==> config.mk <==
export PLATFORM = sky130hd
export DESIGN_NAME = mlfb_fifo
export DESIGN_NICKNAME = d
export VERILOG_FILES = /design/src/hdl/mlfb_pkg.sv /design/src/hdl/mlfb_fifo.sv
export SDC_FILE = /design/constraint.sdc
export NUM_CORES = 1
export LEC_CHECK = 0
export BUFFER_PORTS_ARGS = -buffer_cell sky130_fd_sc_hd__buf_2
export CORE_MARGIN = 2
export CORE_UTILIZATION = 45
export CTS_BUF_LIST = sky130_fd_sc_hd__clkbuf_4 sky130_fd_sc_hd__clkbuf_8
export DETAILED_ROUTE_END_ITERATION = 10
export PLACE_DENSITY = 0.67
export SLEW_MARGIN = 10
export SYNTH_ARGS = -nofsm -noshare
export SYNTH_HDL_FRONTEND = slang
export SYNTH_SLANG_ARGS = --single-unit
==> constraint.sdc <==
create_clock -name clk_i -period 2.5 [get_ports clk_i]
set_clock_uncertainty 0.2 [all_clocks]
set_input_delay 0.5 -clock clk_i [delete_from_list [all_inputs] [get_ports clk_i]]
set_output_delay 0.5 -clock clk_i [all_outputs]
set_load 0.005 [all_outputs]
==> src/hdl/mlfb_pkg.sv <==
// Shared types and constants for the memory LCD frame buffer.
package mlfb_pkg;

  localparam int ROW_BYTES_DEF = 50;
  localparam int ROWS_DEF      = 240;
  localparam int ADDR_W        = 14;  // covers the largest store, 63 x 255
  localparam int QUEUE_DEPTH   = 4;

  localparam logic [7:0] UPDATE_BYTE = 8'h80;
  localparam logic [7:0] CLEAR_BYTE  = 8'h20;
  localparam logic [7:0] WHITE_BYTE  = 8'hFF;
  localparam logic [7:0] BLACK_BYTE  = 8'h00;

  typedef enum logic [2:0] {
    CMD_WRITE  = 3'd0,
    CMD_FILL   = 3'd1,
    CMD_INVERT = 3'd2,
    CMD_ROW    = 3'd3,
    CMD_CLEAR  = 3'd4
  } cmd_e;

  // One classified request handed from the front to the back.
  typedef struct packed {
    cmd_e              opcode;
    logic              bad;   // out of range: status 1
    logic              flag;  // fill: black; row: last row of the panel
    logic [7:0]        data;  // write: pixels; row: reversed row number
    logic [ADDR_W-1:0] addr;  // write: byte address; row: row base address
  } op_t;

endpackage

==> src/hdl/mlfb_fifo.sv <==
// Short request queue between front and back.
module mlfb_fifo #(
  parameter int DEPTH = mlfb_pkg::QUEUE_DEPTH
) (
  input  logic          clk_i,
  input  logic          rst_ni,
  input  logic          push_i,
  input  mlfb_pkg::op_t op_i,
  output logic          full_o,
  input  logic          pop_i,
  output logic          valid_o,
  output mlfb_pkg::op_t op_o
);

  localparam int PW = (DEPTH > 1) ? $clog2(DEPTH) : 1;
  localparam int CW = $clog2(DEPTH + 1);

  mlfb_pkg::op_t   slot_q [DEPTH];
  logic [PW-1:0]   wp_q, wp_d, rp_q, rp_d;
  logic [CW-1:0]   cnt_q, cnt_d;
  logic            do_push, do_pop;

  assign full_o  = (cnt_q == CW'(DEPTH));
  assign valid_o = (cnt_q != '0);
  assign op_o    = slot_q[rp_q];
  assign do_push = push_i && !full_o;
  assign do_pop  = pop_i && valid_o;

  always_comb begin
    wp_d  = wp_q;
    rp_d  = rp_q;
    cnt_d = cnt_q;
    if (do_push) begin
      wp_d = (wp_q == PW'(DEPTH - 1)) ? '0 : wp_q + PW'(1);
    end
    if (do_pop) begin
      rp_d = (rp_q == PW'(DEPTH - 1)) ? '0 : rp_q + PW'(1);
    end
    if (do_push && !do_pop) begin
      cnt_d = cnt_q + CW'(1);
    end else if (do_pop && !do_push) begin
      cnt_d = cnt_q - CW'(1);
    end
  end

  always_ff @(posedge clk_i) begin
    if (do_push) begin
      slot_q[wp_q] <= op_i;
    end
  end

  always_ff @(posedge clk_i or negedge rst_ni) begin
    if (!rst_ni) begin
      wp_q  <= '0;
      rp_q  <= '0;
      cnt_q <= '0;
    end else begin
      wp_q  <= wp_d;
      rp_q  <= rp_d;
      cnt_q <= cnt_d;
    end
  end

endmodule

==> impl_summary.log <==
[metrics] Switching Share: 0.262
[metrics] setup slack of the worst register-to-register path: 0.21 ns
[metrics] worst path bufs/invs: 2
[metrics] core area: 0.00933 mm2
[metrics] kind of start point of the critical path: flop
[metrics] Nets: 298
[metrics] Post-Route Hold Slack: 0.105 ns
[metrics] shortest clock period the worst path allows after layout: 2.39 ns
[metrics] setup repair after global routing missed its margin: false
[metrics] effective utilization at floorplan: 0.467
[metrics] area delta synth->final: 22.5%
[metrics] total routing resource utilization after global routing: 0.146
[metrics] cell-by-cell listing of the critical path: buf_12, mux4_1, buf_2
[metrics] PortBufs: 59
[metrics] critical register-to-register path startpoint: cnt_q[0]
[metrics] most frequently used flop master after synthesis: edfxtp_1
[metrics] worst-case setup slack after placement: 0.221 ns
[metrics] critical path endpoint category: output pin
[metrics] post-route worst setup slack: 0.105 ns
[metrics] number of buffers added by the clock tree synthesis step: 17
[metrics] number of DRC markers in iteration 0: 47
[metrics] clock input transition at the sequential cells of the worst setup and hold paths: 0.06 ns
[metrics] post-route cell area: 0.00534 mm2
[metrics] FF-to-FF End: cnt_q[2]
[metrics] launch point of the worst path: rp_q[0]
[metrics] fraction of the yosys area taken by sequential cells: 0.784
[metrics] via count: 1971
[metrics] endpoints failing hold: 0
[metrics] Arr. time, crit path: 1.69 ns
[metrics] Setup crit end: op_o[19]
[metrics] kind of critical path: reg -> out
[metrics] clock root buffer master: clkbuf_8
[metrics] worst stage delay on the critical path: 0.56 ns
[metrics] slowest library cell on the worst path: mux4_1
[metrics] routability congestion estimate from global placement: 0.724
[metrics] register bit total from synthesis: 115
[metrics] number of filler cells placed in the layout: 698
[metrics] P_int: 0.00463 W
[metrics] outcome: finished clean
[metrics] synth cell count leaders: 108 x edfxtp_1, 26 x mux4_2, 7 x dfrtp_1, 6 x ha_1, 5 x mux2_2
[metrics] final count of negative-setup-slack endpoints: 0
[metrics] number of levels in the clock H-tree: 4
[metrics] count of warnings emitted by yosys: 0
[metrics] via density per instance: 4.90
[metrics] CTS tree: yes
[metrics] number of enable flip-flop cells after synthesis: 108
[metrics] count of final max-slew check failures: 0
[metrics] Sequential Power Share: 0.433
[metrics] Area contributors post-synth: edfxtp_1 74%, mux4_2 13%, dfrtp_1 4.0%
[metrics] top-area cell type share of the netlist area: 0.744
[metrics] clock latency at the later pin of the worst-skew pair: 0.41 ns
[metrics] actual slew at the worst max-slew pin: 0.404 ns
[metrics] final clock period utilization by the worst path: 0.958
[metrics] leakage component of the power: 1.89 nW
[metrics] net switching component of the power: 0.00165 W
[metrics] most common cell in the synthesized netlist: edfxtp_1
[metrics] DRC violation count after routing: 0
[metrics] FP Rows: 35
[metrics] Post-Synthesis Mean Instance Area: 24.5 um2
[metrics] floorplan die area: 0.0105 mm2
[metrics] # diodes: 0
[metrics] sum of negative setup slack: 0 ns
[metrics] total half-perimeter wirelength after legalization and detailed placement: 4.25 mm
[metrics] vias in the first global route: 2122
[metrics] Clk network pwr share: 0.279
[metrics] routed length per instance: 17.2 um
[metrics] fraction of final layout cells sized beyond drive strength 1: 0.491
[metrics] type of the tightest min-delay check: in -> reg
[metrics] maximum frequency from static timing analysis: 0.418 GHz
[metrics] maximum number of pins on one net before global-route repair: 28
[metrics] crit-path leading delay family: multiplexers
[metrics] Longest Clk Path Bufs: 2
[metrics] number of placed I/O pins: 60
[metrics] post-route core utilization: 0.573
[metrics] post-route ant nets: 0
[metrics] first-pass GRT wire length: 10.7 mm
[metrics] vertical die dimension: 102 um
[metrics] combinational power share: 0.288
[metrics] CP required: 1.80 ns
[metrics] die extent in x: 102 um
[metrics] DRT Pass-1 Iters: 4
[metrics] instance count on the critical path: 3
[metrics] buffer count from post-CTS setup fixing: 0
[metrics] CTS sink cnt: 115
[metrics] Post-Syn Area: 0.00436 mm2
[metrics] overall routed net length: 6.91 mm
[metrics] Area after DPL: 0.00490 mm2
[metrics] total power density per cell area: 1180 mW/mm2
[metrics] number of cells produced by synthesis: 178
[metrics] number of max-cap violations: 0
[metrics] R2R depth: 8
[metrics] count of cell types in the netlist: 21
[metrics] largest fanout of any net on the critical path: 13
[metrics] post-synthesis net count: 216
[metrics] leftover overflow at the end of global routing: 0
[metrics] worst slew margin relative to its limit: 0.731
[metrics] asr flop ratio synth: 0.0609
[metrics] cell type contributing the most total cell area after synthesis: edfxtp_1
[metrics] peak ir drop on the vdd network: 0.000604 V
[metrics] antenna violations before repair: 0
==> metrics by stage <==
step	power (W)	cells
finish	0.00628	402
global placement	0.00456	369
floorplan	0.00386	178
CTS	0.00636	402
detailed placement	0.00459	369
global route	0.00663	402
==> worst min path at each step <==
stage | to | startpoint | cells after the start
floorplan | cnt_q[0] | rst_ni | 0
global placement | wp_q[0] | rst_ni | 1
detailed placement | wp_q[1] | rst_ni | 1
CTS | slot_q[2][2] | op_i[2] | 1
global route | slot_q[2][0] | op_i[0] | 1
finish | slot_q[2][23] | op_i[23] | 1
==> layer usage <==
| layer | track usage | vias up | part of all wire |
|---|---|---|---|
| li1 | - | 907 | - |
| met1 | 0.172 | 1018 | 0.43 |
| met2 | 0.234 | 40 | 0.51 |
| met3 | 0.0705 | 6 | 0.049 |
| met4 | 0.0554 | 0 | 0.0083 |
| met5 | 0 | - | 0 |
==> power groups by stage <==
stage                     clock, W  sequential [W]  combinational, W
final                      0.00175         0.00272           0.00181
after CTS                  0.00179         0.00272           0.00185
after detailed placement         0         0.00276           0.00183
after floorplan                  0         0.00270           0.00117
after global routing       0.00188         0.00276           0.00199
after global placement           0         0.00274           0.00183
==> worst reg2reg max path, stage by stage, from the launching register on <==
cell and delay [ns]:
dfrtp_1 0.45, or3_4 0.44, nand2_4 0.09, ha_1 0.18, inv_1 0.06, fa_1 0.37
xor2_1 0.17, nor2_1 0.11, xor2_1 0.15
==> timing repair <==
item,CTS,global route
endpoints found under the setup margin,13,11
hold buffers,1,0
endpoints found under the hold margin,7,0
resized for setup,1,3
==> cell usage in the layout, fill, tap and decap left out, types with 4 or more instances in the layout <==
cell type  netlist  routed
buf_2            3      59
dfrtp_1          7       5
mux2_2           5       5
edfxtp_1       108     108
bufinv_16        0       4
clkbuf_8         0      17
ha_1             6       6
buf_12           1       6
clkinv_1         0       4
mux4_2          26      26
==> cell families after synthesis <==
family                   share of synthesized area
XOR/XNOR                                   0.00603
adder cells (fa/ha/maj)                     0.0218
buffers and inverters                       0.0149
flip-flops                                   0.784
multiplexers                                 0.153
AND/OR/NAND/NOR                             0.0201
==> sequential cells by signal, indices dropped and copies added (netlist names) <==
signal  cells
cnt_q       3
rp_q        2
slot_q    108
wp_q        2
==> final cells by class <==
type / instances / area (um2) / area share
Sequential cell: 115 / 3420 / 0.641
Multi-Input combinational cell: 54 / 885 / 0.166
Timing Repair Buffer: 69 / 448 / 0.0839
Clock buffer: 19 / 249 / 0.0466
Clock inverter: 13 / 165 / 0.0309
Tap cell: 129 / 161 / 0.0302
Inverter: 3 / 11.3 / 0.00211
(Power assumes the default switching activity.)
