File: config.mk
export PLATFORM = sky130hd
export DESIGN_NAME = mlfb_front
export DESIGN_NICKNAME = d
export VERILOG_FILES = /design/src/hdl/mlfb_pkg.sv /design/src/hdl/mlfb_front.sv
export SDC_FILE = /design/constraint.sdc
export NUM_CORES = 1
export LEC_CHECK = 0
export ABC_AREA = 1
export BUFFER_PORTS_ARGS = -buffer_cell sky130_fd_sc_hd__buf_2
export CAP_MARGIN = 20
export CORE_UTILIZATION = 35
export CTS_BUF_LIST = sky130_fd_sc_hd__clkbuf_16
export CTS_CLUSTER_DIAMETER = 60
export DETAILED_ROUTE_END_ITERATION = 8
export SYNTH_ARGS = -nofsm -noshare
export SYNTH_HDL_FRONTEND = slang
export SYNTH_SLANG_ARGS = --single-unit
File: constraint.sdc
create_clock -name clk_i -period 6.64 [get_ports clk_i]
set_input_delay 0.996 -clock clk_i [delete_from_list [all_inputs] [get_ports clk_i]]
set_output_delay 0.996 -clock clk_i [all_outputs]
set_load 0.005 [all_outputs]
File: src/hdl/mlfb_pkg.sv
// Shared types and constants for the memory LCD frame buffer.
package mlfb_pkg;

  localparam int ROW_BYTES_DEF = 50;
  localparam int ROWS_DEF      = 240;
  localparam int ADDR_W        = 14;  // covers the largest store, 63 x 255
  localparam int QUEUE_DEPTH   = 4;

  localparam logic [7:0] UPDATE_BYTE = 8'h80;
  localparam logic [7:0] CLEAR_BYTE  = 8'h20;
  localparam logic [7:0] WHITE_BYTE  = 8'hFF;
  localparam logic [7:0] BLACK_BYTE  = 8'h00;

  typedef enum logic [2:0] {
    CMD_WRITE  = 3'd0,
    CMD_FILL   = 3'd1,
    CMD_INVERT = 3'd2,
    CMD_ROW    = 3'd3,
    CMD_CLEAR  = 3'd4
  } cmd_e;

  // One classified request handed from the front to the back.
  typedef struct packed {
    cmd_e              opcode;
    logic              bad;   // out of range: status 1
    logic              flag;  // fill: black; row: last row of the panel
    logic [7:0]        data;  // write: pixels; row: reversed row number
    logic [ADDR_W-1:0] addr;  // write: byte address; row: row base address
  } op_t;

endpackage

File: src/hdl/mlfb_front.sv
// Front end: accepts requests, tracks the bitmap position, classifies into ops.
module mlfb_front #(
  parameter int ROW_BYTES = mlfb_pkg::ROW_BYTES_DEF,
  parameter int ROWS      = mlfb_pkg::ROWS_DEF
) (
  input  logic               clk_i,
  input  logic               rst_ni,
  input  logic               valid_i,
  output logic               ready_o,
  input  logic [2:0]         command_i,
  input  logic [5:0]         column_i,
  input  logic [7:0]         row_i,
  input  logic [5:0]         width_i,
  input  logic               first_i,
  input  logic [7:0]         pixel_byte_i,
  input  logic               fill_black_i,
  output logic               push_o,
  output mlfb_pkg::op_t      op_o,
  input  logic               full_i
);

  logic [5:0] origin_col_q, origin_col_d;
  logic [7:0] origin_row_q, origin_row_d;
  logic [5:0] bm_width_q, bm_width_d;
  logic [5:0] col_off_q, col_off_d;
  logic [7:0] row_off_q, row_off_d;

  logic [5:0] oc, bw, co;
  logic [7:0] orr, ro;
  logic [6:0] c_sum;
  logic [8:0] r_sum;
  logic       wr_bad, row_bad, acc;
  logic [7:0] rev_row, row_m1, r_m1;
  logic [5:0] c_m1;

  assign ready_o = !full_i;
  assign acc     = valid_i && !full_i;

  always_comb begin
    for (int i = 0; i < 8; i++) begin
      rev_row[i] = row_i[7-i];
    end
  end

  assign oc  = first_i ? column_i : origin_col_q;
  assign orr = first_i ? row_i : origin_row_q;
  assign bw  = first_i ? width_i : bm_width_q;
  assign co  = first_i ? 6'd0 : col_off_q;
  assign ro  = first_i ? 8'd0 : row_off_q;

  assign c_sum  = {1'b0, oc} + {1'b0, co};
  assign r_sum  = {1'b0, orr} + {1'b0, ro};
  assign wr_bad = (oc == 6'd0) || (orr == 8'd0) || (c_sum > 7'(ROW_BYTES)) ||
                  (r_sum > 9'(ROWS));
  assign c_m1   = 6'(c_sum - 7'd1);
  assign r_m1   = 8'(r_sum - 9'd1);
  assign row_bad = (row_i == 8'd0) || (row_i > 8'(ROWS));
  assign row_m1  = row_i - 8'd1;

  always_comb begin
    op_o        = '0;
    op_o.opcode = mlfb_pkg::CMD_WRITE;
    push_o      = 1'b0;
    unique case (command_i)
      mlfb_pkg::CMD_WRITE: begin
        push_o    = acc;
        op_o.bad  = wr_bad;
        op_o.data = pixel_byte_i;
        op_o.addr = mlfb_pkg::ADDR_W'(mlfb_pkg::ADDR_W'(r_m1) *
                    mlfb_pkg::ADDR_W'(ROW_BYTES)) + mlfb_pkg::ADDR_W'(c_m1);
      end
      mlfb_pkg::CMD_FILL: begin
        push_o      = acc;
        op_o.opcode = mlfb_pkg::CMD_FILL;
        op_o.flag   = fill_black_i;
      end
      mlfb_pkg::CMD_INVERT: begin
        push_o      = acc;
        op_o.opcode = mlfb_pkg::CMD_INVERT;
      end
      mlfb_pkg::CMD_ROW: begin
        push_o      = acc;
        op_o.opcode = mlfb_pkg::CMD_ROW;
        op_o.bad    = row_bad;
        op_o.flag   = (row_i == 8'(ROWS));
        op_o.data   = rev_row;
        op_o.addr   = mlfb_pkg::ADDR_W'(mlfb_pkg::ADDR_W'(row_m1) *
                      mlfb_pkg::ADDR_W'(ROW_BYTES));
      end
      mlfb_pkg::CMD_CLEAR: begin
        push_o      = acc;
        op_o.opcode = mlfb_pkg::CMD_CLEAR;
      end
      default: push_o = 1'b0;
    endcase
  end

  always_comb begin
    origin_col_d = origin_col_q;
    origin_row_d = origin_row_q;
    bm_width_d   = bm_width_q;
    col_off_d    = col_off_q;
    row_off_d    = row_off_q;
    if (acc && command_i == mlfb_pkg::CMD_WRITE) begin
      origin_col_d = oc;
      origin_row_d = orr;
      bm_width_d   = bw;
      if ({1'b0, co} + 7'd1 >= {1'b0, bw}) begin
        col_off_d = 6'd0;
        row_off_d = (ro == 8'hFF) ? ro : ro + 8'd1;
      end else begin
        col_off_d = co + 6'd1;
        row_off_d = ro;
      end
    end
  end

  always_ff @(posedge clk_i or negedge rst_ni) begin
    if (!rst_ni) begin
      origin_col_q <= 6'd1;
      origin_row_q <= 8'd1;
      bm_width_q   <= 6'd1;
      col_off_q    <= 6'd0;
      row_off_q    <= 8'd0;
    end else begin
      origin_col_q <= origin_col_d;
      origin_row_q <= origin_row_d;
      bm_width_q   <= bm_width_d;
      col_off_q    <= col_off_d;
      row_off_q    <= row_off_d;
    end
  end

endmodule

==> results of run 1 <==
## worst max-delay path by stage
stage	startpoint	to	depth (start not counted)	slack (ns)
floorplan	first_i	op_o[13]	27	0.33
CTS	row_i[0]	op_o[13]	29	0.12
global placement	first_i	op_o[13]	30	0.20
finish	row_i[0]	op_o[12]	26	0.40
detailed placement	row_i[0]	op_o[13]	29	0.13
global route	first_i	op_o[12]	31	0.005
## cell usage after synthesis, drive strengths merged, types with 2 or more instances
library cell,instances
clkbuf,11
and2,2
inv,123
nand3b,3
nand2,193
xor2,32
a21oi,19
o21ai,68
mux2i,5
dfstp,3
or2,2
o22ai,5
nand4,20
a21o,3
xnor2,6
o31ai,2
fa,7
a31oi,2
buf,5
nor3,7
nand3,52
o21bai,3
nor2,52
dfrtp,31
o211ai,6
o21a,2
ha,83
## what timing repair did
action,4_1_cts,5_1_grt
resized for setup,0,11
setup buffers,0,0
setup endpoints to repair,0,4
## state kept, by name, indices dropped and copies added (netlist names)
register	cells
row_off_q	8
bm_width_q	6
origin_col_q	6
origin_row_q	8
col_off_q	6
## kinds of logic (layout without fill, tap and decap cells)
group / Yosys count / after routing / synth area share (%)
compound gates: 116 / 116 / 12.8
flops: 34 / 34 / 16.5
xor+xnor: 38 / 38 / 6.57
mux: 5 / 5 / 0.967
buf+inv: 140 / 212 / 10.8
simple gates: 332 / 332 / 29.7
fa+ha+maj: 90 / 90 / 22.8
## power by group through the flow
stage	Combinational [mW]	Sequential (mW)	Clock, mW
final	1.74	0.273	0.222
after global routing	2.03	0.277	0.237
after floorplan	1.32	0.272	0
after CTS	1.67	0.272	0.229
after detailed placement	1.66	0.276	0
after global placement	1.67	0.275	0
## metrics by stage
| step | hold WS [ns] | setup WS, ns | std cells | utilization [%] | cell area, sq um |
|---|---|---|---|---|---|
| global placement | 0.465 | 0.197 | 1002 | 39.8 | 5760 |
| finish | 0.476 | 0.403 | 1011 | 41.2 | 5960 |
| detailed placement | 0.468 | 0.134 | 1002 | 39.8 | 5760 |
| floorplan | 0.448 | 0.329 | 755 | - | 5180 |
| global route | 0.506 | 0.00546 | 1011 | 41.2 | 5960 |
| CTS | 0.480 | 0.122 | 1010 | 40.7 | 5900 |
## critical path: cells and delay by family
kind                     cells  cell delay (ns)
AO/OA/AOI/OAI                3             0.50
XOR/XNOR                     2             0.42
adder cells (fa/ha/maj)      7             2.09
buffers and inverters        8             0.77
AND/OR/NAND/NOR              6             0.46
## layout make-up
cell class	count	area share, %
Clock buffer	5	2.10
Clock inverter	3	0.189
Inverter	124	8.04
Multi-Input combinational cell	581	63.8
Sequential cell	34	14.3
Tap cell	184	3.86
Timing Repair Buffer	80	7.68
## metal layers
| layer | routed length [um] | vias to the layer above | share of wire (%) | track usage [%] |
|---|---|---|---|---|
| met5 | 0 | - | 0 | 0 |
| met4 | 129 | 0 | 1.0 | 3.01 |
| met3 | 279 | 10 | 2.2 | 1.56 |
| met2 | 6110 | 68 | 48 | 32.7 |
| li1 | - | 2618 | - | - |
| met1 | 6180 | 2184 | 49 | 22.4 |
==> out/results.ini, run 1 <==
[floorplanning]
start_util_pct=35.8
die_width_um=124
std_cell_rows=44
die-height_um=124
core_area_sq_mm=0.0145
die_area_sq_mm=0.0153
num_io_pins=66

[critical_path]
r2r_start=col_off_q[0]
reg2reg_slack_ns=3.80
ff2ff_path_depth=15
max_stage_delay_ns=0.52
worstSetupPathType=in -> out
required_ns=5.64
crit_path_max_fanout=4
start_kind=input pin
crit_arrival_ns=5.24
r2r_end=col_off_q[0]
critPathSlowestCell=fa_1
end_kind=output port
crit_top_cell=inv_1

[route]
drc=0
drtAntennaViolNets=0
vias_per_cell=4.83
dr.first_iter.drc_count=169
routedWlPerCell_um=12.6
wl_um=12700
drtPass1Iterations=4
vias=4880

[power_and_ir_drop]
total_power_mw=2.24
p_int_mw=1.06
comb_power_share_pct=77.9
power_per_cell_area_mw_per_mm2=375
pwr-share-seq_pct=12.2
peakVddDrop_uv=240
clockPowerShare_pct=9.9
switching_share_pct=52.8
total_leakage_power_nw=3.35
p_switching_mw=1.18

[clock_tree]
cts-root-buf=clkbuf_16
clock_path_buffers=2
cts_hold_buffers=0
clk_latency_ns=0.28
cts_tree=yes
cts.sinks=34
clk_pin_slew_worst_paths_ns=0.05
cts_buffers=5
htreeDepth=2

[timing]
period_needed_ns=6.24
worst_pin_slew_ns=0.804
hold_viol=0
min_period_over_period_pct=93.9
skew_ns=0.00299
tns_ns=0
rsz0062_at_grt=false
fmax_mhz=160
setup_viol=0
relSlewSlack_pct=46.4
slew_viol_final=0

[yosys]
ys_ff_latch=34
synth-async-reset-ratio_pct=100
netlist_area_sq_mm=0.00518
avgSynthCellArea_sq_um=6.86
synth_fp_nets=882
ys_top_cells_by_area=ha_1, dfrtp_1, nand2_1
ys.flop_type=dfrtp_1
synth_largest_area_cell=ha_1
yosys_warnings=0
ys_seq_area_share_pct=16.5
synth_cell_types=48
syn_inst=755
synth_edf_count=0
synth_top_area_share_pct=20.1

[layout]
num-fill-cells=1563
multiInputGateArea_sq_mm=0.00380
syn_to_final_growth_pct=15.2
final_layout_size_suffix_gt1_share_pct=17.0
regArea_sq_um=855
mostFrequentLayoutCell=nand2_1
layout_common_cells=nand2_1, inv_1, ha_1
diodes=0
layout.nets=953

[global_route]
grt-ovfl-total=0
grt_util_all_layers_pct=17.7
grt_pass1_wl_um=21500
grt_start_max_net_pins=42
grt_antenna_before_repair=0
grt_pass1_vias=4678

[hold_path]
holdPathStages=2
min_path_type=reg -> reg
min_from=row_off_q[5]
holdPathEnd=row_off_q[5]

[placement]
place.gp.congestion=0.857
io_buffers=65
dp_hpwl_um=10400

[flow_run]
cap_viol_max_count=0

[status]
status=finished, final reports clean

Note: power is estimated with default switching activity, not from simulation.
==> run 2: changes to the inputs <==
CORE_UTILIZATION = 60   (was 35)
PLACE_DENSITY = 0.82   (was not set)
==> run 2 against run 1 <==
Compared with the run above: total power is 4.2% higher; fmax is 2.7% lower; flip-flop and latch count stayed put; setup slack worse by 0.17 ns; sequential share of layout area is 0.16 points higher; hold slack better by 0.016 ns; first-iteration DRC count is 20% higher; register-to-register slack worse by 0.21 ns; final cell count is 8.0% lower; routed wire length is 0.15% higher; final area is 1.1% lower; critical endpoint is now op_o[13]; largest power group unchanged.
==> out/results.ini, run 2 (synthesis results as in run 1) <==
[floorplanning]
die_width_um=94.9  ; was 124 um
num_io_pins=66  ; unchanged
core_area_sq_mm=0.00830  ; was 0.0145 sq mm
start_util_pct=62.4  ; was 35.8%
std_cell_rows=33  ; was 44
die_area_sq_mm=0.00900  ; was 0.0153 sq mm
die-height_um=94.9  ; was 124 um

[layout]
layout_common_cells=nand2_1, inv_1, ha_1  ; unchanged
finalNonFillerCells=930  ; was 1011
final_layout_size_suffix_gt1_share_pct=17.3  ; was 17.0%
syn_to_final_growth_pct=13.9  ; was 15.2%
top_regs=origin_row_q x8, row_off_q x8  ; unchanged
diodes=0  ; unchanged
layout.nets=951  ; was 953
multiInputGateArea_sq_mm=0.00383  ; was 0.00380 sq mm
fin_util_pct=71.1  ; was 41.2%
mostFrequentLayoutCell=nand2_1  ; unchanged
regArea_sq_um=855  ; unchanged
num-fill-cells=677  ; was 1563

[clock_tree]
cts.sinks=34  ; unchanged
cts_hold_buffers=0  ; unchanged
clock_path_buffers=2  ; unchanged
htreeDepth=2  ; unchanged
cts_tree=yes  ; unchanged
cts-root-buf=clkbuf_16  ; unchanged
clk_latency_ns=0.28  ; about the same
clk_pin_slew_worst_paths_ns=0.06  ; was 0.05 ns
cts_buffers=5  ; unchanged

[route]
drc=0  ; unchanged
wl_um=12700  ; about the same
vias_per_cell=5.48  ; was 4.83
routedWlPerCell_um=13.7  ; was 12.6 um
drtPass1Iterations=5  ; was 4
drtAntennaViolNets=0  ; unchanged
dr.first_iter.drc_count=202  ; was 169
vias=5096  ; was 4880

[global_route]
grt_antenna_before_repair=0  ; unchanged
grt_pass1_vias=4998  ; was 4678
grt_util_all_layers_pct=29.3  ; was 17.7%
grt-ovfl-total=0  ; unchanged
grt_start_max_net_pins=42  ; unchanged
grt_pass1_wl_um=21000  ; was 21500 um

[status]
status=finished, final reports clean  ; unchanged

[critical_path]
crit_path_max_fanout=9  ; was 4
worstSetupPathType=in -> out  ; unchanged
crit_arrival_ns=5.41  ; was 5.24 ns
start_kind=input pin  ; unchanged
critPathSlowestCell=fa_1  ; unchanged
crit_top_cell=nand2_1  ; was inv_1
path_buf_inv=8  ; unchanged
max_stage_delay_ns=0.52  ; about the same
required_ns=5.64  ; about the same
end_kind=output port  ; unchanged
crit_family=adder cells  ; unchanged

[power_and_ir_drop]
switching_share_pct=53.4  ; was 52.8%
power_per_cell_area_mw_per_mm2=395  ; was 375 mW/mm^2
total_leakage_power_nw=3.36  ; was 3.35 nW
comb_power_share_pct=78.6  ; was 77.9%
p_switching_mw=1.24  ; was 1.18 mW
pwr-share-seq_pct=11.8  ; was 12.2%
clockPowerShare_pct=9.7  ; was 9.9%
p_int_mw=1.09  ; was 1.06 mW
peakVddDrop_uv=274  ; was 240 uV

[placement]
io_buffers=65  ; unchanged
place.gp.congestion=0.914  ; was 0.857
dp_slack_ns=-0.00335  ; was 0.134 ns
dp_hpwl_um=10000  ; was 10400 um
placed_cells=920  ; was 1002

[hold_path]
min_path_type=reg -> reg  ; unchanged

[timing]
worst_pin_slew_ns=0.776  ; was 0.804 ns
slew_viol_final=0  ; unchanged
relSlewSlack_pct=48.2  ; was 46.4%
fmax_mhz=156  ; was 160 MHz
skew_ns=0.00485  ; was 0.00299 ns
hold_viol=0  ; unchanged
setup_ws_ns=0.233  ; was 0.403 ns
period_needed_ns=6.41  ; was 6.24 ns
min_period_over_period_pct=96.5  ; was 93.9%
setup_viol=0  ; unchanged

[flow_run]
cap_viol_max_count=0  ; unchanged

run 2: metrics by stage:
step	instance area, sq um	total power, mW	TNS (ns)	hold WS (ns)
final	5900	2.33	0	0.491
after detailed placement	5650	1.96	-0.00335	0.471
after CTS	5800	2.21	0	0.486
after global routing	5900	2.60	-0.0681	0.511
after floorplan	5180	1.59	0	0.448
after global placement	5650	1.90	0	0.462
run 2: power groups by stage:
stage               Combinational, mW  Sequential [mW]  Clock, mW
global placement                 1.63            0.275          0
detailed placement               1.68            0.277          0
floorplan                        1.32            0.272          0
finish                           1.83            0.274      0.225
global route                     2.09            0.279      0.232
CTS                              1.71            0.274      0.227
run 2: what timing repair did:
item	in CTS	in global routing
pin swaps	0	2
gates resized for setup	1	16
buffers inserted	0	1
hold endpoints to repair	0	0
setup endpoints to repair	1	5
run 2: worst reg2reg max path: stages (launching register included):
cell and delay, ns:
dfrtp_1 0.32, inv_1 0.04, nor2_1 0.28, inv_1 0.11, nor3_1 0.30, nand3_1 0.14
xor2_1 0.19, inv_1 0.09, ha_1 0.31, inv_1 0.06, a31oi_1 0.23, o2111ai_2 0.34
nand3_4 0.23, inv_2 0.09, nand3_1 0.09, o21ai_0 0.09
run 2: worst paths after layout:
check | start | endpoint | slack (ns) | depth (start not counted)
max in group asynchronous | rst_ni | origin_row_q[1] | 5.35 | 1
min | row_off_q[5] | row_off_q[5] | 0.49 | 2
min in group asynchronous | rst_ni | bm_width_q[2] | 0.79 | 1
min reg2reg | row_off_q[5] | row_off_q[5] | 0.49 | 2
max reg2reg | col_off_q[0] | col_off_q[1] | 3.59 | 15
max | first_i | op_o[13] | 0.23 | 31
run 2: area by class of cell:
type	count	share of cell area (%)
inverters	124	8.12
clock inverters	3	0.276
flip-flops and latches	34	14.5
multi-input cells	581	64.9
repair buffers	78	7.83
clock buffers	5	2.12
well taps	105	2.23
run 2: per-layer routing:
metal	share of wire [%]	global-route usage, %	vias up
li1	-	-	2614
met1	43	32.6	2333
met2	51	56.2	124
met3	3.6	3.14	25
met4	2.3	11.4	0
met5	0	0	-
